[src/hdl/rv32is_pkg.sv]
package rv32is_pkg;

  // Major opcodes of the base integer instruction set.
  localparam logic [6:0] OPC_LUI    = 7'h37;
  localparam logic [6:0] OPC_AUIPC  = 7'h17;
  localparam logic [6:0] OPC_JAL    = 7'h6f;
  localparam logic [6:0] OPC_JALR   = 7'h67;
  localparam logic [6:0] OPC_BRANCH = 7'h63;
  localparam logic [6:0] OPC_LOAD   = 7'h03;
  localparam logic [6:0] OPC_STORE  = 7'h23;
  localparam logic [6:0] OPC_ALUI   = 7'h13;
  localparam logic [6:0] OPC_ALUR   = 7'h33;

  // funct7 code that selects subtract and arithmetic shift right.
  localparam logic [6:0] F7_ALT = 7'h20;

  // ALU function codes carried in funct3.
  localparam logic [2:0] F3_ADD  = 3'd0;
  localparam logic [2:0] F3_SLL  = 3'd1;
  localparam logic [2:0] F3_SLT  = 3'd2;
  localparam logic [2:0] F3_SLTU = 3'd3;
  localparam logic [2:0] F3_XOR  = 3'd4;
  localparam logic [2:0] F3_SR   = 3'd5;
  localparam logic [2:0] F3_OR   = 3'd6;
  localparam logic [2:0] F3_AND  = 3'd7;

  // Branch condition codes carried in funct3.
  localparam logic [2:0] BR_EQ  = 3'd0;
  localparam logic [2:0] BR_NE  = 3'd1;
  localparam logic [2:0] BR_LT  = 3'd4;
  localparam logic [2:0] BR_GE  = 3'd5;
  localparam logic [2:0] BR_LTU = 3'd6;
  localparam logic [2:0] BR_GEU = 3'd7;

  localparam int unsigned XLEN    = 32;
  localparam int unsigned NUM_REG = 32;
  localparam int unsigned REG_AW  = 5;

  // One committed instruction as reported on the result channel.
  typedef struct packed {
    logic [XLEN-1:0] instr_pc;
    logic [XLEN-1:0] commit_value;
    logic [XLEN-1:0] commit_target;
    logic [XLEN-1:0] following_pc;
  } commit_t;

  // Register file write request from the execute stage.
  typedef struct packed {
    logic              en;
    logic [REG_AW-1:0] addr;
    logic [XLEN-1:0]   data;
  } rf_write_t;

endpackage

[src/hdl/rv32is_in_if.sv]
interface rv32is_in_if;
  logic        valid;
  logic        ready;
  logic [31:0] instruction;

  modport source (output valid, output instruction, input ready);
  modport sink (input valid, input instruction, output ready);
endinterface

[src/hdl/rv32is_out_if.sv]
interface rv32is_out_if;
  logic        valid;
  logic        ready;
  logic [31:0] instr_pc;
  logic [31:0] commit_value;
  logic [31:0] commit_target;
  logic [31:0] following_pc;

  modport source (
    output valid, output instr_pc, output commit_value,
    output commit_target, output following_pc, input ready
  );
  modport sink (
    input valid, input instr_pc, input commit_value,
    input commit_target, input following_pc, output ready
  );
endinterface

[src/hdl/rv32is_ram.sv]
module rv32is_ram #(
  parameter int unsigned Width = 32,
  parameter int unsigned Depth = 32
) (
  input  logic                     clk_i,
  input  logic                     we_i,
  input  logic [$clog2(Depth)-1:0] waddr_i,
  input  logic [Width-1:0]         wdata_i,
  input  logic                     re_i,
  input  logic [$clog2(Depth)-1:0] raddr_i,
  output logic [Width-1:0]         rdata_o
);

  logic [Width-1:0] mem_q [Depth];
  logic [Width-1:0] rdata_q;

  // Synchronous write port.
  always_ff @(posedge clk_i) begin
    if (we_i) begin
      mem_q[waddr_i] <= wdata_i;
    end
  end

  // Registered read port; data holds while no read is issued.
  always_ff @(posedge clk_i) begin
    if (re_i) begin
      rdata_q <= mem_q[raddr_i];
    end
  end

  assign rdata_o = rdata_q;

endmodule

[src/hdl/rv32is_exec.sv]
module rv32is_exec
  import rv32is_pkg::*;
(
  input  logic [31:0]     instr_i,
  input  logic [XLEN-1:0] pc_i,
  input  logic [XLEN-1:0] rs1_i,
  input  logic [XLEN-1:0] rs2_i,
  output commit_t         commit_o,
  output rf_write_t       wr_o
);

  logic [6:0]        opc;
  logic [REG_AW-1:0] rd;
  logic [2:0]        f3;
  logic [REG_AW-1:0] r2;
  logic [6:0]        f7;
  logic [XLEN-1:0]   imm_i, imm_s, imm_b, imm_j, imm_u;
  logic [XLEN-1:0]   seq_pc;
  logic [XLEN-1:0]   alu_b;
  logic              alu_alt;
  logic [XLEN-1:0]   alu_res;
  logic [4:0]        shamt;
  logic              taken;
  logic [XLEN-1:0]   value, target, next_pc;
  logic              wr_en;

  // Instruction fields and immediates.
  assign opc   = instr_i[6:0];
  assign rd    = instr_i[11:7];
  assign f3    = instr_i[14:12];
  assign r2    = instr_i[24:20];
  assign f7    = instr_i[31:25];
  assign imm_i = {{20{instr_i[31]}}, instr_i[31:20]};
  assign imm_s = {{20{instr_i[31]}}, instr_i[31:25], instr_i[11:7]};
  assign imm_b = {{19{instr_i[31]}}, instr_i[31], instr_i[7], instr_i[30:25],
                  instr_i[11:8], 1'b0};
  assign imm_j = {{11{instr_i[31]}}, instr_i[31], instr_i[19:12], instr_i[20],
                  instr_i[30:21], 1'b0};
  assign imm_u = {instr_i[31:12], 12'h000};
  assign seq_pc = pc_i + 32'd4;

  // ALU operand and alternate-function selection.
  always_comb begin
    alu_b   = rs2_i;
    alu_alt = 1'b0;
    if (opc == OPC_ALUI) begin
      alu_b   = (f3[1:0] == 2'b01) ? {27'd0, r2} : imm_i;
      alu_alt = (f3 == F3_SR) && (f7 == F7_ALT);
    end else if (opc == OPC_ALUR) begin
      alu_alt = (f7 == F7_ALT);
    end
  end

  assign shamt = alu_b[4:0];

  // ALU.
  always_comb begin
    unique case (f3)
      F3_ADD:  alu_res = alu_alt ? rs1_i - alu_b : rs1_i + alu_b;
      F3_SLL:  alu_res = rs1_i << shamt;
      F3_SLT:  alu_res = {31'd0, $signed(rs1_i) < $signed(alu_b)};
      F3_SLTU: alu_res = {31'd0, rs1_i < alu_b};
      F3_XOR:  alu_res = rs1_i ^ alu_b;
      F3_SR:   alu_res = alu_alt ? 32'($signed(rs1_i) >>> shamt) : rs1_i >> shamt;
      F3_OR:   alu_res = rs1_i | alu_b;
      F3_AND:  alu_res = rs1_i & alu_b;
      default: alu_res = rs1_i & alu_b;
    endcase
  end

  // Branch compare; the two reserved condition codes are never taken.
  always_comb begin
    unique case (f3)
      BR_EQ:   taken = (rs1_i == rs2_i);
      BR_NE:   taken = (rs1_i != rs2_i);
      BR_LT:   taken = $signed(rs1_i) < $signed(rs2_i);
      BR_GE:   taken = $signed(rs1_i) >= $signed(rs2_i);
      BR_LTU:  taken = rs1_i < rs2_i;
      BR_GEU:  taken = rs1_i >= rs2_i;
      default: taken = 1'b0;
    endcase
  end

  // Commit decode per opcode; unknown opcodes write the ALU result on rs1 and rs2 with no alternate function.
  always_comb begin
    value   = '0;
    target  = {27'd0, rd};
    next_pc = seq_pc;
    wr_en   = 1'b1;
    unique case (opc)
      OPC_LUI:   value = imm_u;
      OPC_AUIPC: value = pc_i + imm_u;
      OPC_JAL: begin
        value   = seq_pc;
        next_pc = pc_i + imm_j;
      end
      OPC_JALR: begin
        value   = seq_pc;
        next_pc = (rs1_i + imm_i) & ~32'd1;
      end
      OPC_BRANCH: begin
        target = '0;
        wr_en  = 1'b0;
        if (taken) begin
          next_pc = pc_i + imm_b;
        end
      end
      OPC_LOAD:  value = '0;
      OPC_STORE: begin
        value  = rs2_i;
        target = rs1_i + imm_s;
        wr_en  = 1'b0;
      end
      default:   value = alu_res;
    endcase
  end

  assign commit_o.instr_pc      = pc_i;
  assign commit_o.commit_value  = value;
  assign commit_o.commit_target = target;
  assign commit_o.following_pc  = next_pc;

  assign wr_o.en   = wr_en && (rd != '0);
  assign wr_o.addr = rd;
  assign wr_o.data = value;

endmodule

[src/hdl/rv32i_instruction_step_unit.sv]
// An accepted instruction passes through the execute stage registers and then the
// output register before its result transaction is offered.
// Throughput: one instruction per cycle while the output drains, set by the register
// file RAM read feeding the execute stage, with a bypass for back-to-back writes.
// Reset clears the pc, the pipeline valids and the register file valid bits,
// so every register reads as zero until written; no clearing pass is needed.
module rv32i_instruction_step_unit
  import rv32is_pkg::*;
(
  input  logic  clk_i,
  input  logic  rst_ni,
  rv32is_in_if.sink    in_i,
  rv32is_out_if.source out_o
);

  logic              in_fire;
  logic              ex_fire;
  logic              ex_valid_q;
  logic [31:0]       ex_instr_q;
  logic [XLEN-1:0]   pc_q;
  logic [NUM_REG-1:0] rf_valid_q;
  logic              rs1_ok_q, rs2_ok_q;
  logic              byp_en_q;
  logic [REG_AW-1:0] byp_addr_q;
  logic [XLEN-1:0]   byp_data_q;
  logic [XLEN-1:0]   ram_a, ram_b;
  logic [XLEN-1:0]   rs1_val, rs2_val;
  commit_t           commit;
  rf_write_t         wr;
  logic              out_valid_q;
  commit_t           out_q;
  logic [REG_AW-1:0] rs1_addr, rs2_addr;
  logic [REG_AW-1:0] ex_rs1, ex_rs2;

  assign rs1_addr = in_i.instruction[19:15];
  assign rs2_addr = in_i.instruction[24:20];
  assign ex_rs1   = ex_instr_q[19:15];
  assign ex_rs2   = ex_instr_q[24:20];

  // Handshake: execute retires when the output register is free or drains.
  assign ex_fire    = ex_valid_q && (!out_valid_q || out_o.ready);
  assign in_i.ready = !ex_valid_q || ex_fire;
  assign in_fire    = in_i.valid && in_i.ready;

  // Register file: two copies, one read port each, written together.
  rv32is_ram #(
    .Width (XLEN),
    .Depth (NUM_REG)
  ) u_rf_a (
    .clk_i   (clk_i),
    .we_i    (wr.en && ex_fire),
    .waddr_i (wr.addr),
    .wdata_i (wr.data),
    .re_i    (in_fire),
    .raddr_i (rs1_addr),
    .rdata_o (ram_a)
  );

  rv32is_ram #(
    .Width (XLEN),
    .Depth (NUM_REG)
  ) u_rf_b (
    .clk_i   (clk_i),
    .we_i    (wr.en && ex_fire),
    .waddr_i (wr.addr),
    .wdata_i (wr.data),
    .re_i    (in_fire),
    .raddr_i (rs2_addr),
    .rdata_o (ram_b)
  );

  // Execute stage control and valid bits.
  always_ff @(posedge clk_i or negedge rst_ni) begin
    if (!rst_ni) begin
      ex_valid_q <= 1'b0;
      pc_q       <= '0;
      rf_valid_q <= '0;
      byp_en_q   <= 1'b0;
    end else begin
      if (in_fire) begin
        ex_valid_q <= 1'b1;
        // Capture the write that lands in the same cycle as the read.
        byp_en_q   <= wr.en && ex_fire;
      end else if (ex_fire) begin
        ex_valid_q <= 1'b0;
      end
      if (ex_fire) begin
        pc_q <= commit.following_pc;
        if (wr.en) begin
          rf_valid_q[wr.addr] <= 1'b1;
        end
      end
    end
  end

  // Execute stage payload, taken with the RAM read.
  always_ff @(posedge clk_i) begin
    if (in_fire) begin
      ex_instr_q <= in_i.instruction;
      rs1_ok_q   <= rf_valid_q[rs1_addr];
      rs2_ok_q   <= rf_valid_q[rs2_addr];
      byp_addr_q <= wr.addr;
      byp_data_q <= wr.data;
    end
  end

  // Operand selection: bypass, then written RAM entry, else reset zero.
  always_comb begin
    if (byp_en_q && (byp_addr_q == ex_rs1)) begin
      rs1_val = byp_data_q;
    end else if (rs1_ok_q) begin
      rs1_val = ram_a;
    end else begin
      rs1_val = '0;
    end
    if (byp_en_q && (byp_addr_q == ex_rs2)) begin
      rs2_val = byp_data_q;
    end else if (rs2_ok_q) begin
      rs2_val = ram_b;
    end else begin
      rs2_val = '0;
    end
  end

  rv32is_exec u_exec (
    .instr_i  (ex_instr_q),
    .pc_i     (pc_q),
    .rs1_i    (rs1_val),
    .rs2_i    (rs2_val),
    .commit_o (commit),
    .wr_o     (wr)
  );

  // Output register.
  always_ff @(posedge clk_i or negedge rst_ni) begin
    if (!rst_ni) begin
      out_valid_q <= 1'b0;
    end else if (ex_fire) begin
      out_valid_q <= 1'b1;
    end else if (out_o.ready) begin
      out_valid_q <= 1'b0;
    end
  end

  always_ff @(posedge clk_i) begin
    if (ex_fire) begin
      out_q <= commit;
    end
  end

  assign out_o.valid         = out_valid_q;
  assign out_o.instr_pc      = out_q.instr_pc;
  assign out_o.commit_value  = out_q.commit_value;
  assign out_o.commit_target = out_q.commit_target;
  assign out_o.following_pc  = out_q.following_pc;

endmodule
[src/flat_wrapper.sv]
// flat-port wrapper written by rule: the top's interface ports become plain ports
module rv32i_instruction_step_unit_flat import rv32is_pkg::*;
  (clk_i, rst_ni, in_i_valid, in_i_instruction, in_i_ready, out_o_valid, out_o_instr_pc, out_o_commit_value, out_o_commit_target, out_o_following_pc, out_o_ready);
  rv32is_in_if in_i_i ();
  rv32is_out_if out_o_i ();
  input  logic clk_i;
  input  logic rst_ni;
  input wire logic [$bits(in_i_i.valid)-1:0] in_i_valid;
  input wire logic [$bits(in_i_i.instruction)-1:0] in_i_instruction;
  output wire logic [$bits(in_i_i.ready)-1:0] in_i_ready;
  output wire logic [$bits(out_o_i.valid)-1:0] out_o_valid;
  output wire logic [$bits(out_o_i.instr_pc)-1:0] out_o_instr_pc;
  output wire logic [$bits(out_o_i.commit_value)-1:0] out_o_commit_value;
  output wire logic [$bits(out_o_i.commit_target)-1:0] out_o_commit_target;
  output wire logic [$bits(out_o_i.following_pc)-1:0] out_o_following_pc;
  input wire logic [$bits(out_o_i.ready)-1:0] out_o_ready;
  assign in_i_i.valid = in_i_valid;
  assign in_i_i.instruction = in_i_instruction;
  assign in_i_ready = in_i_i.ready;
  assign out_o_valid = out_o_i.valid;
  assign out_o_instr_pc = out_o_i.instr_pc;
  assign out_o_commit_value = out_o_i.commit_value;
  assign out_o_commit_target = out_o_i.commit_target;
  assign out_o_following_pc = out_o_i.following_pc;
  assign out_o_i.ready = out_o_ready;
  rv32i_instruction_step_unit u_core (.clk_i(clk_i), .rst_ni(rst_ni), .in_i(in_i_i), .out_o(out_o_i));
endmodule
[config.mk]
export PLATFORM = sky130hd
export DESIGN_NAME = rv32i_instruction_step_unit_flat
export DESIGN_NICKNAME = d
export VERILOG_FILES = /design/src/hdl/rv32is_pkg.sv /design/src/hdl/rv32is_in_if.sv /design/src/hdl/rv32is_out_if.sv /design/src/hdl/rv32is_ram.sv /design/src/hdl/rv32is_exec.sv /design/src/hdl/rv32i_instruction_step_unit.sv /design/src/flat_wrapper.sv
export SDC_FILE = /design/constraint.sdc
export NUM_CORES = 2
export LEC_CHECK = 0
export BUFFER_PORTS_ARGS = -buffer_cell sky130_fd_sc_hd__buf_2
export CORE_MARGIN = 2
export CORE_UTILIZATION = 40
export CTS_BUF_LIST = sky130_fd_sc_hd__clkbuf_16
export CTS_CLUSTER_SIZE = 25
export DETAILED_ROUTE_END_ITERATION = 6
export PLACE_DENSITY = 0.53
export REMOVE_ABC_BUFFERS = 1
export SYNTH_ARGS = -nofsm -noshare
export SYNTH_HDL_FRONTEND = slang
export SYNTH_SLANG_ARGS = --single-unit
export TNS_END_PERCENT = 20
[constraint.sdc]
create_clock -name clk_i -period 13.2 [get_ports clk_i]
set_input_delay 0.66 -clock clk_i [delete_from_list [all_inputs] [get_ports clk_i]]
set_output_delay 0.66 -clock clk_i [all_outputs]
set_load 0.005 [all_outputs]
==> reports/metrics.sh <==
SLEW-LIMIT-HEADROOM_PCT=7.08
HOLD_CLASS='in2reg'
CRITPATHKIND='reg2reg'
MOSTFREQUENTLAYOUTCELLS='sky130_fd_sc_hd__edfxtp_1 (1287), sky130_fd_sc_hd__mux4_2 (661), sky130_fd_sc_hd__a21oi_1 (384)'
DIE_WIDTH_UM=441
POST-PLACE-WS_PS=5800
WORST_SKEW_PAIR.LATE_LATENCY_PS=840
SYNTHFLOPTYPE='sky130_fd_sc_hd__edfxtp_1'
WORSTPATHREQUIRED_PS=13600
VIA_COUNT=53400
DIE_H_UM=441
CELLPOWERDENSITY_nW_PER_UM2=152
FINAL_WEIGHTED_CONGESTION_OF_ROUTABILITY_DRIVEN_GLOBAL_PLACEMENT=1.05
SYN_AVG_CELL_AREA_UM2=14.2
DETAIL_ROUTE.WL_PER_CELL_UM=36.4
POST_ROUTE_CELLS_DRIVE_ABOVE_1_SHARE_PCT=25.6
SETUP_VIOL=0
PLACED_AREA_UM2=80800
POWER.SHARE.COMBINATIONAL_PCT=25.9
AREA_DELTA_SYNTH_FINAL_PCT=12.7
POST_CTS_RESIZED=0
TIMING.CRITICAL_PATH.TO_TYPE='register'
FP.DIEAREA_UM2=195000
ANTENNA_VIOL_NETS_FINAL=0
GRT_SETUP_UNREPAIRED='no'
STATIC-LEAKAGE-POWER_nW=30.1
SYNTH_ASYNC_SR_FLOP_SHARE_PCT=4.95
TOTAL_POWER_CONSUMPTION_OF_THE_ROUTED_DESIGN_W=0.0131
POWER.SWITCHING_W=0.00429
SYNTH.FF_LATCH_COUNT=1354
INSTANCES_NO_FILL=8184
LAYOUT_COMMONEST_CELL='sky130_fd_sc_hd__edfxtp_1'
FINAL.PERIOD_UTILIZATION_PCT=57.8
GRT_START_MAX_NET_PINS=115
WORSTPATHMAXFANOUT=51
GRT_USE_TOTAL_PCT=30.3
TIMING.FINAL.CRIT_PERIOD_PS=7620
TRITONCTS_CLOCK_TREE='yes'
INTERNAL_POWER_W=0.00880
START_UTIL_PCT=40.2
SYNTH_WARN=0
GRT_PASS1_WL_MM=411
LAYOUT.CELL_AREA.NON_FILLER_UM2=86100
SWSHARE_PCT=32.8
WORSTMARGINPINSLEW_PS=1390
CLOCK_SINK_COUNT=1354
POST_SYNTH_NUM_CELL_TYPES=92
VDD.IR_DROP.WORST_V=0.000124
MAX-CLOCK-PATH-BUFFERS=3
DETAILEDROUTE.FIRSTPASSITERATIONCOUNT=6
CLK_PIN_SLEW_WORST_PATHS_PS=60
POST-PLACE-CELLS=7882
CTS.HTREE.LEVELS=4
DETAIL_ROUTE.VIAS_PER_CELL=6.53
STATUS='completed'
SYNTH-EDFF-COUNT=1287
SYN-CELL-AREA_UM2=76400
POST_SYNTH_INST_COUNT=5399
PLACE_HPWL_MM=200
ROWS=160
FINALSETUPTNS_PS=0
DRCVIOLATIONCOUNT=0
HOLD_VIOL=0
CLOCK.FMAX_GHz=0.131
CRITPATHARRIVALTIME_PS=8020
FINALCLOCKSKEW_PS=42.8
CTS.ROOT.BUFFER_CELL='sky130_fd_sc_hd__clkbuf_16'
ANTENNA_VIOLATIONS_BEFORE_REPAIR=11
BUFFER_PORTS.INSERTED=165
COREAREA_UM2=190000
FIRST_GLOBAL_VIAS=51700
GRT_REMAINING_OVERFLOW=0
NUMCTSBUFFERS=153
LAYOUT.NETS=5800
FINAL_MAX_SLEW_VIOL_COUNT=0
P_CLK_SHARE_PCT=33.2
HOLD_BUFFERS=13
CTS_SETUP_BUFFERS=0
SYNTH.YOSYS.SEQ_AREA_SHARE_PCT=52.8
SEQUENTIALPOWERSHARE_PCT=41.0
WORSTSETUPSTARTPOINTTYPE='register'
DETAIL_ROUTE.WIRELENGTH_MM=298
PIN_COUNT=166
POST-ROUTE-WORST-SETUP-SLACK_PS=5580
DRV_CAP=0
FIRST_ITER_VIOLATIONS=7727
## routing by layer
metal  vias to the layer above  track usage (%)  routed length (um)
met4                        10             14.6               16500
met2                      2784             45.7              132000
met1                     28000             42.9              126000
li1                      22100                -                   -
met5                         -                0                  70
met3                       519             4.96               23400
## cell families after synthesis
logic type	Yosys count	share of synthesized area, %
xor gates and xnor gates	188	2.15
other	1	0.00491
DFF	1354	52.8
and+or+nand+nor	1030	6.24
buffers and inverters	512	2.57
muxes	876	22.5
adders and majority gates	225	3.75
AOI/OAI and AO/OA	1213	10.1
## through the flow
| stage | hold WS (ps) | utilization, % |
|---|---|---|
| 2_1_floorplan | 364 | - |
| 3_3_place_gp | 379 | 42.6 |
| 3_5_place_dp | 394 | 42.6 |
| 4_1_cts | 2.78 | 45.3 |
| 5_1_grt | 21.1 | 45.3 |
| 6_report | 58.9 | 45.3 |
## cells in the mapped netlist (all sizes together), types with 55 or more instances
master	count	area share [%]
a21o	106	1.0
a21oi	394	2.6
a31oi	61	0.50
and3	55	0.46
buf	85	0.47
clkbuf	288	1.4
dfrtp	67	2.2
edfxtp	1287	51
ha	218	3.6
inv	137	0.67
mux2	103	1.5
mux2i	112	1.5
mux4	661	19
nand2	314	1.5
nand3	81	0.53
nor2	317	1.6
nor3	60	0.40
o21ai	261	1.7
xnor2	129	1.5
xor2	59	0.68
## cell type report
class,instances,area (um2)
Fill cell,16800,104000
Antenna cell,5,12.5
Multi-Input combinational cell,3564,34800
Sequential cell,1354,40300
Inverter,139,529
Clock buffer,155,3880
Timing Repair Buffer,327,2170
Tap cell,2511,3140
Clock inverter,129,1260
## sequential cells by signal, indices dropped and copies added (netlist names)
register and cells:
u_core.out_o.commit_target 32, u_core.u_rf_b.mem_q 1024, u_core.rs2_ok_q 1, u_core.u_rf_b.rdata_o 32, u_core.rs1_ok_q 1, u_core.out_o.commit_value 32
u_core.out_o.following_pc 32, u_core.byp_en_q 1, u_core.ex_instr_q 32, u_core.out_o.valid 1, u_core.pc_q 32, u_core.ex_valid_q 1
u_core.byp_addr_q 5, u_core.u_rf_a.rdata_o 32, u_core.out_o.instr_pc 32, u_core.rf_valid_q 32, u_core.byp_data_q 32
## worst max-delay path: stages (launching register included)
cell,delay (ps)
sky130_fd_sc_hd__edfxtp_1,510
sky130_fd_sc_hd__nand4bb_1,370
sky130_fd_sc_hd__nor3_2,970
sky130_fd_sc_hd__nand2b_1,220
sky130_fd_sc_hd__o31ai_4,100
sky130_fd_sc_hd__buf_4,610
sky130_fd_sc_hd__inv_2,380
sky130_fd_sc_hd__ha_1,340
sky130_fd_sc_hd__fa_1,450
sky130_fd_sc_hd__o21bai_1,200
sky130_fd_sc_hd__a21boi_0,200
sky130_fd_sc_hd__o22ai_1,170
sky130_fd_sc_hd__o21ai_0,290
sky130_fd_sc_hd__a21oi_1,460
sky130_fd_sc_hd__a31oi_1,150
sky130_fd_sc_hd__o21ai_0,280
sky130_fd_sc_hd__xnor2_1,160
sky130_fd_sc_hd__o21ai_0,90
sky130_fd_sc_hd__a221oi_1,620
sky130_fd_sc_hd__a31oi_4,510
## power by group through the flow
stage          Combinational, W  Sequential, W  Clock [W]
2_1_floorplan           0.00204        0.00536          0
3_3_place_gp            0.00332        0.00544          0
3_5_place_dp            0.00330        0.00544          0
4_1_cts                 0.00332        0.00536    0.00443
5_1_grt                 0.00360        0.00538    0.00458
6_report                0.00339        0.00537    0.00434
## worst paths after layout
path	startpoint	end	slack, ps	cells after the start
setup / recovery	u_core.ex_instr_q[3]	u_core.out_o.commit_value[22]	5580	19
max in group asynchronous	rst_ni	u_core.pc_q[27]	11890	3
hold / removal	in_i_instruction[10]	u_core.ex_instr_q[10]	60	1
setup reg to reg	u_core.ex_instr_q[3]	u_core.out_o.commit_value[22]	5580	19
min in group asynchronous	rst_ni	u_core.out_o.valid	200	2
hold reg to reg	u_core.rf_valid_q[0]	u_core.rf_valid_q[0]	420	0
Power figures use the tool's default switching activity.
